<file path="src/rtl/pidc_pkg.sv">
// shared types, constants and codes for the clamped pid controller
`timescale 1ns / 1ps

package pidc_pkg;

  // field widths
  localparam int WORD_W   = 32;               // q16.16 errors, gains, limits, drive
  localparam int DT_W     = 24;               // unsigned q8.16 interval
  localparam int CLAMP_W  = 2;
  localparam int INDEX_W  = 3;

  // integral width default and its sign-extended span for the multiplier
  localparam int INTEGRAL_WIDTH_DEF = 48;
  localparam int SPAN_W   = 64;

  // shared 33x32 signed multiplier
  localparam int MUL_A_W  = WORD_W + 1;
  localparam int MUL_B_W  = WORD_W;
  localparam int PROD_W   = MUL_A_W + MUL_B_W;

  // exact control sum: three 64x32 products
  localparam int ACC_W    = SPAN_W + WORD_W + 2;

  // derivative divider
  localparam int FRAC_W   = 16;
  localparam int QUO_W    = WORD_W + FRAC_W;  // quotient magnitude
  localparam int DERIV_W  = QUO_W + 1;

  // register indexes
  localparam logic [INDEX_W-1:0] REG_GAIN_P     = 3'd0;
  localparam logic [INDEX_W-1:0] REG_GAIN_I     = 3'd1;
  localparam logic [INDEX_W-1:0] REG_GAIN_D     = 3'd2;
  localparam logic [INDEX_W-1:0] REG_LIMIT_HIGH = 3'd3;
  localparam logic [INDEX_W-1:0] REG_LIMIT_LOW  = 3'd4;

  // clamp codes
  localparam logic [CLAMP_W-1:0] CLAMP_NONE = 2'd0;
  localparam logic [CLAMP_W-1:0] CLAMP_HIGH = 2'd1;
  localparam logic [CLAMP_W-1:0] CLAMP_LOW  = 2'd2;

  // multiplier operations
  localparam int OP_W = 3;
  localparam logic [OP_W-1:0] OP_NONE = 3'd0;
  localparam logic [OP_W-1:0] OP_INC  = 3'd1;  // error * interval
  localparam logic [OP_W-1:0] OP_EGP  = 3'd2;  // error * gain_p
  localparam logic [OP_W-1:0] OP_ILO  = 3'd3;  // integral low word * gain_i
  localparam logic [OP_W-1:0] OP_IHI  = 3'd4;  // integral high word * gain_i
  localparam logic [OP_W-1:0] OP_DLO  = 3'd5;  // derivative low word * gain_d
  localparam logic [OP_W-1:0] OP_DHI  = 3'd6;  // derivative high word * gain_d

  typedef struct packed {
    logic signed [WORD_W-1:0] error_sample;
    logic        [DT_W-1:0]   time_step;
  } sample_t;

  typedef struct packed {
    logic signed [WORD_W-1:0] drive;
    logic        [CLAMP_W-1:0] clamp_state;
  } result_t;

  typedef struct packed {
    logic            load;     // latch a new sample, start divider
    logic [OP_W-1:0] mul_op;   // operation issued to the multiplier
    logic            capture;  // load the output register
  } cmd_t;

  typedef struct packed {
    logic div_busy;
  } status_t;

endpackage

</file>
<file path="src/rtl/pidc_divider.sv">
// restoring divider for the derivative term, one quotient bit per cycle
`timescale 1ns / 1ps

module pidc_divider (
  input  logic                                  clk,
  input  logic                                  rst,
  input  logic                                  start,
  input  logic [pidc_pkg::QUO_W-1:0]            num_mag,
  input  logic                                  neg,
  input  logic [pidc_pkg::DT_W-1:0]             divisor,
  output logic                                  busy,
  output logic signed [pidc_pkg::DERIV_W-1:0]   quotient
);

  localparam int CNT_W = $clog2(pidc_pkg::QUO_W + 1);
  localparam int DT_W  = pidc_pkg::DT_W;

  logic [CNT_W-1:0]            count;
  logic [pidc_pkg::QUO_W-1:0]  quo;
  logic [DT_W-1:0]             rem;
  logic [DT_W-1:0]             dsr;
  logic                        neg_q;

  logic [DT_W:0]   shifted;
  logic [DT_W+1:0] trial;
  logic            fits;

  always_comb begin
    shifted = {rem, quo[pidc_pkg::QUO_W-1]};
    trial   = {1'b0, shifted} - {2'b00, dsr};
    fits    = ~trial[DT_W+1];
  end

  always_ff @(posedge clk) begin
    if (rst) begin
      busy  <= 1'b0;
      count <= '0;
    end else if (start) begin
      dsr   <= divisor;
      rem   <= '0;
      // zero interval gives a zero derivative
      if (divisor == '0) begin
        quo   <= '0;
        neg_q <= 1'b0;
        busy  <= 1'b0;
        count <= '0;
      end else begin
        quo   <= num_mag;
        neg_q <= neg;
        busy  <= 1'b1;
        count <= CNT_W'(pidc_pkg::QUO_W);
      end
    end else if (busy) begin
      rem   <= fits ? trial[DT_W-1:0] : shifted[DT_W-1:0];
      quo   <= {quo[pidc_pkg::QUO_W-2:0], fits};
      count <= count - 1'b1;
      if (count == CNT_W'(1)) begin
        busy <= 1'b0;
      end
    end
  end

  // truncation toward zero: divide magnitudes, then restore the sign
  assign quotient = neg_q ? -$signed({1'b0, quo}) : $signed({1'b0, quo});

endmodule

</file>
<file path="src/rtl/pidc_datapath.sv">
// datapath: config registers, state, shared multiplier, accumulator and clamp
`timescale 1ns / 1ps

module pidc_datapath #(
  parameter int INTEGRAL_WIDTH = pidc_pkg::INTEGRAL_WIDTH_DEF
) (
  input  logic                               clk,
  input  logic                               rst,
  input  logic                               cfg_write,
  input  logic [pidc_pkg::INDEX_W-1:0]       cfg_index,
  input  logic [pidc_pkg::WORD_W-1:0]        cfg_data,
  input  pidc_pkg::sample_t                  sample,
  input  pidc_pkg::cmd_t                     cmd,
  output pidc_pkg::status_t                  status,
  output pidc_pkg::result_t                  result
);

  localparam int WORD_W  = pidc_pkg::WORD_W;
  localparam int ACC_W   = pidc_pkg::ACC_W;
  localparam int PROD_W  = pidc_pkg::PROD_W;
  localparam int SPAN_W  = pidc_pkg::SPAN_W;
  localparam int FRAC_W  = pidc_pkg::FRAC_W;
  localparam int INC_W   = WORD_W + pidc_pkg::DT_W - FRAC_W;  // 40 bit increment
  localparam int SAT_W   = SPAN_W + 1;

  localparam logic signed [SAT_W-1:0] INT_MAX =
    $signed({{(SAT_W - INTEGRAL_WIDTH + 1){1'b0}}, {(INTEGRAL_WIDTH - 1){1'b1}}});
  localparam logic signed [SAT_W-1:0] INT_MIN = ~INT_MAX;

  // configuration
  logic signed [WORD_W-1:0] gain_p, gain_i, gain_d, limit_high, limit_low;

  always_ff @(posedge clk) begin
    if (rst) begin
      gain_p     <= '0;
      gain_i     <= '0;
      gain_d     <= '0;
      limit_high <= '0;
      limit_low  <= '0;
    end else if (cfg_write) begin
      unique case (cfg_index)
        pidc_pkg::REG_GAIN_P:     gain_p     <= cfg_data;
        pidc_pkg::REG_GAIN_I:     gain_i     <= cfg_data;
        pidc_pkg::REG_GAIN_D:     gain_d     <= cfg_data;
        pidc_pkg::REG_LIMIT_HIGH: limit_high <= cfg_data;
        pidc_pkg::REG_LIMIT_LOW:  limit_low  <= cfg_data;
        default: ;
      endcase
    end
  end

  // sample latch and difference for the derivative
  logic signed [WORD_W-1:0]        err_q;
  logic [pidc_pkg::DT_W-1:0]       dt_q;
  logic signed [WORD_W-1:0]        previous_error;
  logic signed [INTEGRAL_WIDTH-1:0] integral_sum;

  logic signed [WORD_W:0] diff;
  logic [WORD_W:0]        diff_mag;

  always_comb begin
    diff     = (WORD_W+1)'(sample.error_sample) - (WORD_W+1)'(previous_error);
    diff_mag = diff[WORD_W] ? 33'(-diff) : 33'(diff);
  end

  logic signed [pidc_pkg::DERIV_W-1:0] deriv;

  pidc_divider u_div (
    .clk      (clk),
    .rst      (rst),
    .start    (cmd.load),
    .num_mag  ({diff_mag[WORD_W-1:0], {FRAC_W{1'b0}}}),
    .neg      (diff[WORD_W]),
    .divisor  (sample.time_step),
    .busy     (status.div_busy),
    .quotient (deriv)
  );

  // shared multiplier, product registered with the op that made it
  logic signed [SPAN_W-1:0] integ_span, deriv_span;
  logic signed [pidc_pkg::MUL_A_W-1:0] mul_a;
  logic signed [pidc_pkg::MUL_B_W-1:0] mul_b;
  logic signed [PROD_W-1:0] mul_full;
  logic signed [PROD_W-1:0] prod;
  logic [pidc_pkg::OP_W-1:0] op_q;

  always_comb begin
    integ_span = SPAN_W'(integral_sum);
    deriv_span = SPAN_W'(deriv);
    unique case (cmd.mul_op)
      pidc_pkg::OP_INC: begin
        mul_a = {err_q[WORD_W-1], err_q};
        mul_b = $signed({{(WORD_W - pidc_pkg::DT_W){1'b0}}, dt_q});
      end
      pidc_pkg::OP_EGP: begin
        mul_a = {err_q[WORD_W-1], err_q};
        mul_b = gain_p;
      end
      pidc_pkg::OP_ILO: begin
        mul_a = $signed({1'b0, integ_span[WORD_W-1:0]});
        mul_b = gain_i;
      end
      pidc_pkg::OP_IHI: begin
        mul_a = {integ_span[SPAN_W-1], integ_span[SPAN_W-1:WORD_W]};
        mul_b = gain_i;
      end
      pidc_pkg::OP_DLO: begin
        mul_a = $signed({1'b0, deriv_span[WORD_W-1:0]});
        mul_b = gain_d;
      end
      pidc_pkg::OP_DHI: begin
        mul_a = {deriv_span[SPAN_W-1], deriv_span[SPAN_W-1:WORD_W]};
        mul_b = gain_d;
      end
      default: begin
        mul_a = '0;
        mul_b = '0;
      end
    endcase
  end

  assign mul_full = mul_a * mul_b;

  always_ff @(posedge clk) begin
    if (rst) begin
      op_q <= pidc_pkg::OP_NONE;
    end else begin
      op_q <= cmd.mul_op;
    end
    prod <= mul_full;
  end

  // integral update: floor of error*interval in q16, then saturate
  logic signed [INC_W-1:0] inc;
  logic signed [SAT_W-1:0] int_sum;
  logic signed [INTEGRAL_WIDTH-1:0] int_next;

  always_comb begin
    inc     = prod[INC_W+FRAC_W-1:FRAC_W];
    int_sum = SAT_W'(integral_sum) + SAT_W'(inc);
    if (int_sum > INT_MAX) begin
      int_next = INT_MAX[INTEGRAL_WIDTH-1:0];
    end else if (int_sum < INT_MIN) begin
      int_next = INT_MIN[INTEGRAL_WIDTH-1:0];
    end else begin
      int_next = int_sum[INTEGRAL_WIDTH-1:0];
    end
  end

  logic signed [ACC_W-1:0] acc;

  always_ff @(posedge clk) begin
    if (rst) begin
      previous_error <= '0;
      integral_sum   <= '0;
    end else if (op_q == pidc_pkg::OP_INC) begin
      previous_error <= err_q;
      integral_sum   <= int_next;
    end
  end

  always_ff @(posedge clk) begin
    if (cmd.load) begin
      err_q <= sample.error_sample;
      dt_q  <= sample.time_step;
      acc   <= '0;
    end else begin
      unique case (op_q)
        pidc_pkg::OP_EGP, pidc_pkg::OP_ILO, pidc_pkg::OP_DLO:
          acc <= acc + ACC_W'(prod);
        pidc_pkg::OP_IHI, pidc_pkg::OP_DHI:
          acc <= acc + (ACC_W'(prod) <<< WORD_W);
        default: ;
      endcase
    end
  end

  // exact compare against the limits, high limit first
  logic signed [ACC_W-1:0] hi_ext, lo_ext;

  always_comb begin
    hi_ext = ACC_W'(limit_high) <<< FRAC_W;
    lo_ext = ACC_W'(limit_low) <<< FRAC_W;
  end

  always_ff @(posedge clk) begin
    if (cmd.capture) begin
      priority if (acc >= hi_ext) begin
        result.drive       <= limit_high;
        result.clamp_state <= pidc_pkg::CLAMP_HIGH;
      end else if (acc <= lo_ext) begin
        result.drive       <= limit_low;
        result.clamp_state <= pidc_pkg::CLAMP_LOW;
      end else begin
        result.drive       <= acc[WORD_W+FRAC_W-1:FRAC_W];
        result.clamp_state <= pidc_pkg::CLAMP_NONE;
      end
    end
  end

endmodule

</file>
<file path="src/rtl/pidc_ctrl.sv">
// controller: sequences one sample through the datapath, owns the handshakes
`timescale 1ns / 1ps

module pidc_ctrl (
  input  logic               clk,
  input  logic               rst,
  input  logic               sample_valid,
  output logic               sample_ready,
  output logic               result_valid,
  input  logic               result_ready,
  input  pidc_pkg::status_t  status,
  output pidc_pkg::cmd_t     cmd
);

  localparam logic [3:0] S_IDLE  = 4'd0;
  localparam logic [3:0] S_INC   = 4'd1;
  localparam logic [3:0] S_EGP   = 4'd2;
  localparam logic [3:0] S_ILO   = 4'd3;
  localparam logic [3:0] S_IHI   = 4'd4;
  localparam logic [3:0] S_WAIT  = 4'd5;
  localparam logic [3:0] S_DLO   = 4'd6;
  localparam logic [3:0] S_DHI   = 4'd7;
  localparam logic [3:0] S_DRAIN = 4'd8;
  localparam logic [3:0] S_CLAMP = 4'd9;

  logic [3:0] state, state_next;
  logic       result_valid_next;

  assign sample_ready = (state == S_IDLE);

  always_comb begin
    state_next        = state;
    result_valid_next = result_valid & ~result_ready;
    cmd.load          = 1'b0;
    cmd.mul_op        = pidc_pkg::OP_NONE;
    cmd.capture       = 1'b0;
    unique case (state)
      S_IDLE: begin
        if (sample_valid) begin
          cmd.load   = 1'b1;
          state_next = S_INC;
        end
      end
      S_INC: begin
        cmd.mul_op = pidc_pkg::OP_INC;
        state_next = S_EGP;
      end
      S_EGP: begin
        cmd.mul_op = pidc_pkg::OP_EGP;
        state_next = S_ILO;
      end
      S_ILO: begin
        cmd.mul_op = pidc_pkg::OP_ILO;
        state_next = S_IHI;
      end
      S_IHI: begin
        cmd.mul_op = pidc_pkg::OP_IHI;
        state_next = S_WAIT;
      end
      S_WAIT: begin
        if (!status.div_busy) begin
          state_next = S_DLO;
        end
      end
      S_DLO: begin
        cmd.mul_op = pidc_pkg::OP_DLO;
        state_next = S_DHI;
      end
      S_DHI: begin
        cmd.mul_op = pidc_pkg::OP_DHI;
        state_next = S_DRAIN;
      end
      S_DRAIN: begin
        state_next = S_CLAMP;
      end
      S_CLAMP: begin
        if (!result_valid || result_ready) begin
          cmd.capture       = 1'b1;
          result_valid_next = 1'b1;
          state_next        = S_IDLE;
        end
      end
      default: begin
        state_next = S_IDLE;
      end
    endcase
  end

  always_ff @(posedge clk) begin
    if (rst) begin
      state        <= S_IDLE;
      result_valid <= 1'b0;
    end else begin
      state        <= state_next;
      result_valid <= result_valid_next;
    end
  end

endmodule

</file>
<file path="src/rtl/pid_controller_clamped.sv">
// top level of the discrete pid controller with output clamp
//
//   channel  | handshake                | payload
//   ---------+--------------------------+-----------------------------------
//   sample   | sample_valid/ready       | error_sample q16.16, time_step q8.16
//   result   | result_valid/ready       | drive q16.16, clamp_state
//   config   | cfg_valid/ready          | cfg_index, cfg_data (always ready)
//
// nonzero interval: the result waits for the 48-bit serial divider, then
// two products, a drain and the clamp; a zero interval skips the divider wait
// synchronous active-high reset clears gains, limits, previous error and
// integral, and empties the output register
// a finished result waits in the output register; the next sample is taken
// as it appears and the controller stalls at the clamp step while it is full
`timescale 1ns / 1ps

module pid_controller_clamped #(
  parameter int INTEGRAL_WIDTH = pidc_pkg::INTEGRAL_WIDTH_DEF
) (
  input  logic                          clk,
  input  logic                          rst,
  // sample transaction
  input  logic                          sample_valid,
  output logic                          sample_ready,
  input  pidc_pkg::sample_t             sample,
  // result transaction
  output logic                          result_valid,
  input  logic                          result_ready,
  output pidc_pkg::result_t             result,
  // register write transaction
  input  logic                          cfg_valid,
  output logic                          cfg_ready,
  input  logic [pidc_pkg::INDEX_W-1:0]  cfg_index,
  input  logic [pidc_pkg::WORD_W-1:0]   cfg_data
);

  pidc_pkg::cmd_t    cmd;
  pidc_pkg::status_t status;

  // register writes take effect at the next clock edge, no back pressure
  assign cfg_ready = 1'b1;

  pidc_ctrl u_ctrl (
    .clk          (clk),
    .rst          (rst),
    .sample_valid (sample_valid),
    .sample_ready (sample_ready),
    .result_valid (result_valid),
    .result_ready (result_ready),
    .status       (status),
    .cmd          (cmd)
  );

  pidc_datapath #(
    .INTEGRAL_WIDTH (INTEGRAL_WIDTH)
  ) u_dp (
    .clk       (clk),
    .rst       (rst),
    .cfg_write (cfg_valid & cfg_ready),
    .cfg_index (cfg_index),
    .cfg_data  (cfg_data),
    .sample    (sample),
    .cmd       (cmd),
    .status    (status),
    .result    (result)
  );

endmodule

</file>
<file path="config.mk">
export PLATFORM = sky130hd
export DESIGN_NAME = pid_controller_clamped
export DESIGN_NICKNAME = d
export VERILOG_FILES = /design/src/rtl/pidc_pkg.sv /design/src/rtl/pidc_divider.sv /design/src/rtl/pidc_datapath.sv /design/src/rtl/pidc_ctrl.sv /design/src/rtl/pid_controller_clamped.sv
export SDC_FILE = /design/constraint.sdc
export NUM_CORES = 2
export LEC_CHECK = 0
export ABC_CLOCK_PERIOD_IN_PS = 24500
export BUFFER_PORTS_ARGS = -buffer_cell sky130_fd_sc_hd__buf_4
export CAP_MARGIN = 0
export CORE_MARGIN = 3
export CORE_UTILIZATION = 40
export CTS_BUF_LIST = sky130_fd_sc_hd__clkbuf_8
export CTS_CLUSTER_DIAMETER = 60
export DETAILED_ROUTE_END_ITERATION = 8
export HOLD_SLACK_MARGIN = 0.15
export PLACE_DENSITY = 0.58
export SYNTH_ARGS = -nofsm -noshare
export SYNTH_HDL_FRONTEND = slang
export SYNTH_HIERARCHICAL = 1
export SYNTH_SLANG_ARGS = --single-unit
</file>
<file path="constraint.sdc">
create_clock -name clk -period 24.5 [get_ports clk]
set_clock_uncertainty 0.2 [all_clocks]
set_input_delay 1.225 -clock clk [delete_from_list [all_inputs] [get_ports clk]]
set_output_delay 1.225 -clock clk [all_outputs]
set_load 0.02 [all_outputs]
</file>
==> results.py <==
metrics = {
    "synth": {
        "synth_cell_types": 111,
        "ys.flop_type": "dfxtp_1",
        "synth_edf_count": 187,
        "synthMuxAreaShare_pct": 1.29,
        "syn_area_mm2": 0.0824,
        "synthAdderAreaFrac_pct": 36.6,
        "synth_cells": 9740,
        "async_flop_share_pct": 0,
        "synth-compound-area-share_pct": 17.7,
        "yosysWarnings": 6,
        "synth_simple_gate_area_share_pct": 14.7,
        "synth-seq-area-share_pct": 17.0,
        "synth-seq-cells": 605,
        "avgSynthCellArea_um2": 8.46,
        "synth_top_family_by_area": "adder cells",
        "yosys.area_share.xor_xnor_pct": 4.00,
    },
    "outcome": {
        "status": "finished, final reports clean",
    },
    "clocking": {
        "clock_sinks": 605,
        "cts_tree": "built",
        "clock_tree.htree_level_count": 3,
        "insertion_delay_ns": 0.93,
        "root_buffer": "clkbuf_8",
        "ctsResizeCount": 0,
        "clk_pin_slew_ns": 0.07,
        "cts_hold_buf": 0,
        "clockBufferDepth": 3,
        "numCtsBuffers": 110,
        "post_cts_buffers": 0,
    },
    "critical_path": {
        "cp-endpoint": "u_dp/prod[60]",
        "ff2ff_path_depth": 34,
        "crit_buf_inv": 7,
        "worstSetupPathType": "flip-flop to flip-flop",
        "cp.depth": 34,
        "cp_data_required_time_ns": 25.07,
        "max_stage_delay_ns": 0.76,
        "reg2reg_from": "u_ctrl/state[2]",
        "critPathLaunchType": "flip-flop",
        "cp-end-kind": "flip-flop",
        "crit_path_start": "u_ctrl/state[2]",
        "critical-path-top-delay-family": "compound AO/OA/AOI/OAI gates",
        "cp_max_fo": 39,
        "worst_ep_arrival_time_ns": 12.83,
        "r2r_setup_slack_ns": 12.24,
        "reg2reg_to": "u_dp/prod[60]",
        "critPathSlowestCell": "o31ai_1",
        "worst_path_most_repeated_cell": "fa_1",
    },
    "cells_and_area": {
        "nets": 11489,
        "layout_commonest_cell": "inv_1",
        "fin_area_mm2": 0.0890,
        "n_fill_cell": 20101,
        "drive_gt1_share_pct": 7.56,
        "final_cell_mix": "1401 x inv_1, 1334 x nand2_1, 1117 x fa_1",
        "area_growth_pct": 7.99,
    },
    "sta": {
        "worstMarginPinSlew_ns": 1.22,
        "fmax_mhz": 81.6,
        "fin_crit_sh_pct": 50.1,
        "rsz0062_at_grt": "no",
        "setup_ws_ns": 12.24,
        "hold_viol": 0,
        "fin_setup_tns_ns": 0,
        "relSlewSlack_pct": 18.4,
        "period_minus_slack_ns": 12.26,
        "setup_violations": 0,
        "drv_slew": 0,
    },
    "power": {
        "irDropWorstVdd_mv": 0.0828,
        "pwr-share-comb_pct": 70.2,
        "pwr_density_cell_mw_per_mm2": 104,
        "pwr-share-seq_pct": 18.2,
        "leakagePower_nw": 41.4,
        "p_total_mw": 9.27,
        "power_switching_mw": 5.09,
        "p_int_mw": 4.18,
        "switching_share_pct": 54.9,
        "clkPwrFrac_pct": 11.6,
    },
    "die": {
        "die_area_mm2": 0.212,
        "start_util_pct": 40.5,
        "fp.dieW_um": 460,
        "rows": 165,
        "die_h_um": 460,
        "core_mm2": 0.204,
        "io_pins": 133,
    },
    "detailed_routing": {
        "vias": 71894,
        "wl_per_cell_um": 25.5,
        "ant_nets": 0,
        "viasPerCell": 5.78,
        "drtIter0Drc": 7033,
        "routed_wl_um": 318000,
        "drc_errors": 0,
        "dr.pass1.iters": 6,
    },
    "grt": {
        "grt_max_degree": 163,
        "grt_overflow": 0,
        "antenna_found_initial": 22,
        "grt_pass1_vias": 71714,
        "grt.total_usage_pct": 29.7,
        "grt_pass1_wl_um": 470000,
    },
    "place": {
        "dp_hpwl_um": 244000,
        "gp_congestion": 0.978,
        "port_buffers": 131,
        "post_dp_cell_area_mm2": 0.0866,
        "pre_cts_ws_ns": 12.52,
    },
    "hold_path": {
        "hold_path_class": "flip-flop to flip-flop",
    },
    "job": {
        "drv_cap": 0,
    },
}
metal layers:
metal	track usage, %	wire, um
met2	45.5	138000
met3	7.60	32100
met1	39.5	130000
met4	13.4	17000
met5	0	44
cell usage after synthesis, drive strengths merged, types with 32 or more instances:
cell type,instances,area (um^2)
a22oi,82,616
edfxtp,187,5620
nand4,113,707
fa,1117,22400
a31oi,45,288
o311a,34,342
o21ai,344,1730
nand3,123,626
o21a,45,338
o21bai,63,473
o31ai,38,309
and2,44,275
xor2,120,1050
nor3,101,510
nor2b,57,357
dfxtp,418,8370
inv,1381,5180
nand2,1334,5010
ha,619,7740
and3,34,213
a211oi,155,1390
o22ai,50,313
a221oi,48,433
nor4,32,245
xnor2,256,2240
nand2b,41,264
buf,41,255
clkbuf,472,1780
nor2,848,3190
o211ai,33,253
a21oi,730,3800
mux2i,77,771
a21o,342,2570
sequential cells by signal, summed over array words and instances (netlist names), 24 cells and up:
name / count
u_dp/prod: 65
u_dp/limit_low: 32
u_dp/previous_error: 32
u_dp/u_div/rem: 24
u_dp/u_div/dsr: 24
u_dp/limit_high: 32
u_dp/err_q: 32
u_dp/result: 34
u_dp/gain_i: 32
u_dp/acc: 98
u_dp/dt_q: 24
u_dp/integral_sum: 48
u_dp/u_div/quo: 48
u_dp/gain_d: 32
u_dp/gain_p: 32
logic make-up after synthesis:
logic type / count (synthesis)
buffers and inverters: 1898
AOI/OAI and AO/OA: 2191
xor gates and xnor gates: 376
DFF: 605
and+or+nand+nor: 2825
other: 2
adders and majority gates: 1740
muxes: 103
tightest hold or removal path: cells and delay by family, from the launching register on:
family / cells / cell delay (ns)
compound gates: 1 / 0.05
flops: 1 / 0.31
simple gates: 1 / 0.05
power groups by stage:
stage,sequential [mW],combinational (mW),clock [mW]
after floorplan,1.39,4.57,0
after global placement,1.69,6.32,0
after detailed placement,1.69,6.39,0
after CTS,1.67,6.42,1.11
after global routing,1.68,7.15,1.15
final,1.69,6.50,1.08
layout make-up:
| class | instances | area (um^2) | area share, % |
|---|---|---|---|
| clock buffers | 128 | 1760 | 1.98 |
| multi-input cells | 7252 | 61800 | 69.4 |
| flip-flops and latches | 605 | 14000 | 15.7 |
| repair buffers | 303 | 2290 | 2.58 |
| inverters | 1385 | 5200 | 5.84 |
| well taps | 2672 | 3340 | 3.76 |
| clock inverters | 82 | 624 | 0.702 |
| diodes | 13 | 32.5 | 0.0366 |
through the flow:
stage | instances | util, % | hold WS, ns
after floorplan | 9755 | - | 0.236
after global placement | 12217 | 42.5 | 0.242
after detailed placement | 12217 | 42.5 | 0.246
after CTS | 12427 | 43.7 | 0.218
after global routing | 12430 | 43.7 | 0.246
final | 12440 | 43.7 | 0.254
how the worst min path moves through the flow:
stage / cells after the start / start / slack (ns) / to
global route: 1 / sample[24] / 0.25 / u_dp/err_q[0]
floorplan: 2 / u_dp/gain_p[24] / 0.24 / u_dp/gain_p[24]
detailed placement: 2 / u_dp/gain_d[1] / 0.25 / u_dp/gain_d[1]
finish: 2 / u_dp/previous_error[16] / 0.25 / u_dp/previous_error[16]
CTS: 1 / sample[24] / 0.22 / u_dp/err_q[0]
global placement: 2 / u_dp/gain_p[11] / 0.24 / u_dp/gain_p[11]
No activity file was read; power rests on OpenSTA's default activity.
